File: config.mk
export PLATFORM = sky130hd
export DESIGN_NAME = swm_ctrl
export DESIGN_NICKNAME = d
export VERILOG_FILES = /design/src/hdl/swm_pkg.sv /design/src/hdl/swm_ctrl.sv
export SDC_FILE = /design/constraint.sdc
export NUM_CORES = 1
export LEC_CHECK = 0
export ABC_CLOCK_PERIOD_IN_PS = 2100
export BUFFER_PORTS_ARGS = -buffer_cell sky130_fd_sc_hd__buf_4
export CORE_MARGIN = 3
export CORE_UTILIZATION = 40
export CTS_CLUSTER_SIZE = 30
export DETAILED_ROUTE_END_ITERATION = 10
export PLACE_DENSITY = 0.7
export SLEW_MARGIN = 25
export SYNTH_ARGS = -nofsm -noshare
export SYNTH_HDL_FRONTEND = slang
export SYNTH_SLANG_ARGS = --single-unit
File: constraint.sdc
create_clock -name clk -period 2.1 [get_ports clk]
set_clock_uncertainty 0.1 [all_clocks]
set_input_delay 0.315 -clock clk [delete_from_list [all_inputs] [get_ports clk]]
set_output_delay 0.315 -clock clk [all_outputs]
set_load 0.01 [all_outputs]
File: src/hdl/swm_pkg.sv
`timescale 1ns / 1ps

package swm_pkg;

  // Value range and window storage
  localparam int VALUE_COUNT = 256;
  localparam int VAL_W       = $clog2(VALUE_COUNT);
  localparam int NODE_W      = VAL_W + 1;
  localparam int TREE_DEPTH  = 2 * VALUE_COUNT;
  localparam int LEAF_W      = 7;
  localparam int SUM_W       = VAL_W + LEAF_W;
  localparam int MAX_WINDOW  = 64;
  localparam int PTR_W       = $clog2(MAX_WINDOW);
  localparam int FILL_W      = PTR_W + 1;

  localparam logic [LEAF_W-1:0] LEAF_MAX    = '1;
  localparam logic [PTR_W-1:0]  WIN_RESET   = PTR_W'(8);
  localparam logic [NODE_W-1:0] ROOT_NODE   = NODE_W'(1);

  // Controller to datapath commands
  typedef struct packed {
    logic accept;
    logic walk_start;
    logic walk_step;
    logic walk_add;
    logic walk_src_ring;
    logic search_start;
    logic search_step;
    logic ring_read;
    logic clear_en;
    logic load_out;
  } swm_cmd_t;

  // Datapath to controller status
  typedef struct packed {
    logic clear_done;
    logic walk_done;
    logic search_done;
    logic warm;
    logic out_free;
  } swm_status_t;

  typedef enum logic [9:0] {
    ST_CLEAR = 10'b00_0000_0001,
    ST_IDLE  = 10'b00_0000_0010,
    ST_ADD0  = 10'b00_0000_0100,
    ST_ADD   = 10'b00_0000_1000,
    ST_SRCH0 = 10'b00_0001_0000,
    ST_SRCH  = 10'b00_0010_0000,
    ST_RING  = 10'b00_0100_0000,
    ST_REM0  = 10'b00_1000_0000,
    ST_REM   = 10'b01_0000_0000,
    ST_EMIT  = 10'b10_0000_0000
  } swm_state_t;

endpackage

File: src/hdl/swm_ctrl.sv
`timescale 1ns / 1ps

module swm_ctrl import swm_pkg::*; (
  input  logic        clk,
  input  logic        rst,
  input  logic        in_valid,
  output logic        in_ready,
  input  swm_status_t status,
  output swm_cmd_t    cmd
);

  swm_state_t state, state_next;

  // State register
  always_ff @(posedge clk) begin
    if (rst) begin
      state <= ST_CLEAR;
    end else begin
      state <= state_next;
    end
  end

  // Sequencing and commands
  always_comb begin
    state_next = state;
    cmd        = '0;
    in_ready   = 1'b0;
    unique case (state)
      ST_CLEAR: begin
        cmd.clear_en = 1'b1;
        if (status.clear_done) state_next = ST_IDLE;
      end
      ST_IDLE: begin
        in_ready = 1'b1;
        if (in_valid) begin
          cmd.accept = 1'b1;
          state_next = ST_ADD0;
        end
      end
      ST_ADD0: begin
        cmd.walk_start = 1'b1;
        cmd.walk_add   = 1'b1;
        state_next     = ST_ADD;
      end
      ST_ADD: begin
        cmd.walk_step = 1'b1;
        cmd.walk_add  = 1'b1;
        if (status.walk_done) state_next = status.warm ? ST_IDLE : ST_SRCH0;
      end
      ST_SRCH0: begin
        cmd.search_start = 1'b1;
        state_next       = ST_SRCH;
      end
      ST_SRCH: begin
        cmd.search_step = 1'b1;
        if (status.search_done) state_next = ST_RING;
      end
      ST_RING: begin
        cmd.ring_read = 1'b1;
        state_next    = ST_REM0;
      end
      ST_REM0: begin
        cmd.walk_start    = 1'b1;
        cmd.walk_src_ring = 1'b1;
        state_next        = ST_REM;
      end
      ST_REM: begin
        cmd.walk_step     = 1'b1;
        cmd.walk_src_ring = 1'b1;
        if (status.walk_done) state_next = ST_EMIT;
      end
      ST_EMIT: begin
        if (status.out_free) begin
          cmd.load_out = 1'b1;
          state_next   = ST_IDLE;
        end
      end
      default: state_next = ST_CLEAR;
    endcase
  end

endmodule

# Word-level counts from Yosys, hierarchy flattened
# Index checks and enable logic that the tools add are counted.
[op_classes]
n_mux = 21
reduce_logical = 5
n_eq_ne = 16
[op_table]
columns = ["cell", "count"]
rows = [
  ["case mux 10 bit (10 select lines)", 1],
  ["2-to-1 mux 10 bit", 6],
  ["2-to-1 mux 1 bit", 13],
  ["!= test 2 bit, second input constant", 6],
  ["== test 10 x 1 -> 1 bit, second input constant", 1],
  ["== test 10 bit, second input constant", 1],
  ["== test 10 x 2 -> 1 bit, second input constant", 1],
  ["== test 10 x 3 -> 1 bit, second input constant", 1],
  ["== test 10 x 4 -> 1 bit, second input constant", 1],
  ["== test 10 x 5 -> 1 bit, second input constant", 1],
  ["== test 10 x 6 -> 1 bit, second input constant", 1],
  ["== test 10 x 7 -> 1 bit, second input constant", 1],
  ["== test 10 x 8 -> 1 bit, second input constant", 1],
  ["== test 10 x 9 -> 1 bit, second input constant", 1],
  ["OR reduction 2 bit", 4],
  ["AND reduction 6 bit", 1],
  ["2-to-1 mux 5 bit", 1],
]
[totals]
output_inout_bits = 11
register_bits = 10
input_bits = 8

# Longest topological paths before layout
[depth]
word_depth = 3
ltp_mapped = 6
depth_no_buf = 5

# Least setup slack after synthesis
# No wires, ideal clock.
[synth_timing]
path_kind = "reg2reg"
startpoint = "register state[3]"
endpoint = "register state[9]"
setup_ns = 0.070
path_stages_with_launch = 7
arrival_time_ns = 1.638
slack_ns = 0.291
path_buffers = 1
required_time_ns = 1.930
cell_sequence = "dfxtp_1 -> buf_6 -> or4_4 -> nor3_4 -> nand4b_1 -> or3_1 -> a21oi_1"
[synth_between]
elab_chain_len = 3
elab_cells_between_ends = 18
classes_between = "16 x eq/ne; 1 x mux; 1 x reduce/logical"
[synth_rtl]
columns = ["element", "line_no", "text"]
rows = [
  ["start, declared", "swm_ctrl.sv:12", "swm_state_t state, state_next;"],
  ["start signal, assigned", "swm_ctrl.sv:19", "state <= state_next;"],
  ["== test 10 x 1 -> 1 bit, or another cell as far along", "swm_ctrl.sv:28", "unique case (state)"],
  ["!= test 2 bit (no source line)", "--", ""],
  ["AND reduction 6 bit (no source line)", "--", ""],
]
# Several ways; a longest one is shown, not always the timed one.
# A chain may end at the register's enable or synchronous reset.

==> results.json <==
{
  "die_h_um": 49.4,
  "yosysMostFrequentCell": "nor2_1",
  "vias": 875,
  "slew_headroom_pct": 71.9,
  "synth_cell_types": 35,
  "ys_top_cells_by_count": "nor2_1 (12), dfxtp_1 (10), nor4_1 (6)",
  "largest_register_ffs": 10,
  "core-area_um2": 1750,
  "worstHoldStart": "status[1]",
  "met2_usage_pct": 29.0,
  "syn2layout_area_growth_pct": 42.1,
  "drv_slew": 0,
  "synth_area_um2": 754,
  "multi_input_area_um2": 514,
  "worstSetupPathType": "reg -> out",
  "fill_cells": 162,
  "ctsHoldBuffers": 0,
  "period_needed_ns": 2.09,
  "fmax_ghz": 0.479,
  "p_total_w": 0.000697,
  "routed_wl_mm": 2.12,
  "critPathMaxStageDelay_ns": 0.51,
  "grt_pass1_wl_mm": 3.59,
  "maxCapViolations": 0,
  "place_inst": 145,
  "final_hold_viol_count": 0,
  "cts.reportedPaths.clkPinSlew_ns": 0.07,
  "postSynthCellCount": 99,
  "drcViolationCount": 0,
  "hold_class": "in -> reg",
  "synth.area.top_cells": "dfxtp_1 (27%), nor2_1 (6.0%), nor4_1 (5.0%)",
  "first_pass_iters": 4,
  "routed_via_density": 5.65,
  "layout_worst_path_cycle_share_pct": 99.5,
  "hold_end": "state[4]$_SDFFE_PP0P_",
  "grtUsageMet1_pct": 25.9,
  "path_max_fanout": 10,
  "synth_top_area_share_pct": 26.5,
  "ys_warn_count": 0,
  "ant_nets": 0,
  "power.density_nw_per_um2": 650,
  "ys.flop_type": "dfxtp_1",
  "drt-initial-drc-count": 10,
  "met3_usage_pct": 3.06,
  "slowest_stage": "or4_4",
  "async_flop_share_pct": 0,
  "top_regs": "state: 10 flops",
  "grt_start_max_net_pins": 11,
  "gr-total-overflow": 0,
  "ir_worst_vdd_uv": 446,
  "synth_fp_nets": 107,
  "rows": 15,
  "synth_edf_count": 0,
  "clk_latency_ns": 0.27,
  "tightest_slew_ns": 0.422,
  "first_global_vias": 763,
  "cts_tree": "done",
  "dpl.hpwl_mm": 1.57,
  "p_leak_nw": 0.468,
  "end_kind": "primary output",
  "grt_busiest_layer": "met2",
  "start_kind": "register",
  "crit-reg2reg-capture": "state[9]$_SDFFE_PP0P_",
  "r2r_start": "state[5]$_SDFFE_PP0P_",
  "syn_avg_cell_area_um2": 7.62,
  "regArea_um2": 209,
  "clockBufferDepth": 2,
  "regMostFlops": "state",
  "yosysSeqAreaShare_pct": 26.5,
  "cp.arrival_ns": 1.67,
  "status": "finished, final reports clean",
  "root_buffer": "clkbuf_4",
  "cts.sinks": 10,
  "reg2reg_depth": 7,
  "antenna_found_initial": 0,
  "cts_inserted_buffers": 3,
  "portBuffers": 18,
  "drive_gt1_share_pct": 40.0,
  "r2r_slack_ns": 0.09,
  "die_area_um2": 2440,
  "synth_top_cell_by_area": "dfxtp_1",
  "track_usage_pct": 19.1,
  "min_path_cells": 2,
  "layout.cells.non_filler": 155,
  "nNetsFinal": 139,
  "io_pins": 19,
  "gp_congestion": 0.872,
  "crit_required_ns": 1.68,
  "worstPathCellList": "or4_4 > nor3_4 > and4b_1 > buf_4",
  "setup_viol_count_final": 0,
  "wl_per_cell_um": 13.7,
  "ys_seq_elements": 10,
  "antenna_cells": 0,
  "rsz0062_at_grt": "true",
  "htree_num_levels": 1,
  "die_x_um": 49.4,
  "start_util_pct": 43.2
}
-- layout by cell type (no fill, tap or decap), types with 2 or more instances in the layout --
cell type  count
a21oi_1        4
buf_4         35
clkbuf_4       3
dfxtp_1        7
dfxtp_4        2
inv_1          5
nand2_1        5
nand3_1        3
nand4_1        3
nand4b_1       3
nor2_1        12
nor2b_1        2
nor3_1         4
nor3b_1        2
nor4_1         6
nor4b_2        2
o21ai_0        3
or3_1          3
xnor2_1        2
xor2_1         3
-- through the flow --
| stage | instance area (µm²) | setup slack, ns | hold slack, ns | utilization [%] | setup TNS [ns] |
|---|---|---|---|---|---|
| detailed placement | 952 | 0.158 | 0.397 | 54.6 | 0 |
| CTS | 1030 | -0.0412 | 0.103 | 59.1 | -0.0575 |
| global route | 1070 | -0.0267 | 0.113 | 61.4 | -0.0885 |
| global placement | 952 | 0.139 | 0.400 | 54.6 | 0 |
| finish | 1070 | 0.0109 | 0.115 | 61.4 | 0 |
| floorplan | 754 | 0.291 | 0.292 | - | 0 |
-- report_power, final --
group,internal [W],switching [W]
sequential,0.000199,0.0000121
clock,0.000105,0.0000684
combinational,0.000156,0.000156
-- worst max-delay path: cells and delay by family (launching register included) --
family                 cells  cell delay, ns
flip-flops                 1            0.38
buffers and inverters      1            0.12
AND/OR/NAND/NOR            3            0.91
-- cells by family (layout without fill, tap and decap cells) --
family / count (synthesis) / count (layout) / synth area share, %
flip-flops: 10 / 10 / 26.5
AND/OR/NAND/NOR: 58 / 58 / 47.6
XOR/XNOR: 5 / 5 / 5.81
buffers and inverters: 13 / 44 / 9.29
multiplexers: 1 / 1 / 1.33
AO/OA/AOI/OAI: 12 / 12 / 9.45
-- layer usage --
metal	share of wire, %	wire (µm)
met4	2.3	48
met2	48	1030
met3	4.1	87
met5	0	0
met1	45	958
-- what timing repair did --
item,CTS,global route
setup endpoints to repair,3,12
resized for setup,6,5
gates cloned,0,0
buffers inserted,4,2
pin swaps,2,5
-- worst max-delay path by stage --
stage / start / end / slack, ns / cells past startpoint
finish: state[5]$_SDFFE_PP0P_ / cmd[2] / 0.01 / 4
global route: state[6]$_SDFFE_PP0P_ / cmd[9] / -0.03 / 5
CTS: state[5]$_SDFFE_PP0P_ / cmd[2] / -0.04 / 4
detailed placement: state[8]$_SDFFE_PP0P_ / state[1]$_SDFFE_PP0P_ / 0.16 / 5
global placement: state[8]$_SDFFE_PP0P_ / state[6]$_SDFFE_PP0P_ / 0.14 / 5
floorplan: state[3]$_SDFFE_PP0P_ / state[9]$_SDFFE_PP0P_ / 0.29 / 6
-- final cells by class --
class / count / area share [%]
Sequential cell: 10 / 19.5
Clock buffer: 4 / 3.38
Multi-Input combinational cell: 76 / 48.0
Tap cell: 25 / 2.92
Inverter: 5 / 1.75
Timing Repair Buffer: 35 / 24.5
No activity file was read; power rests on OpenSTA's default activity.
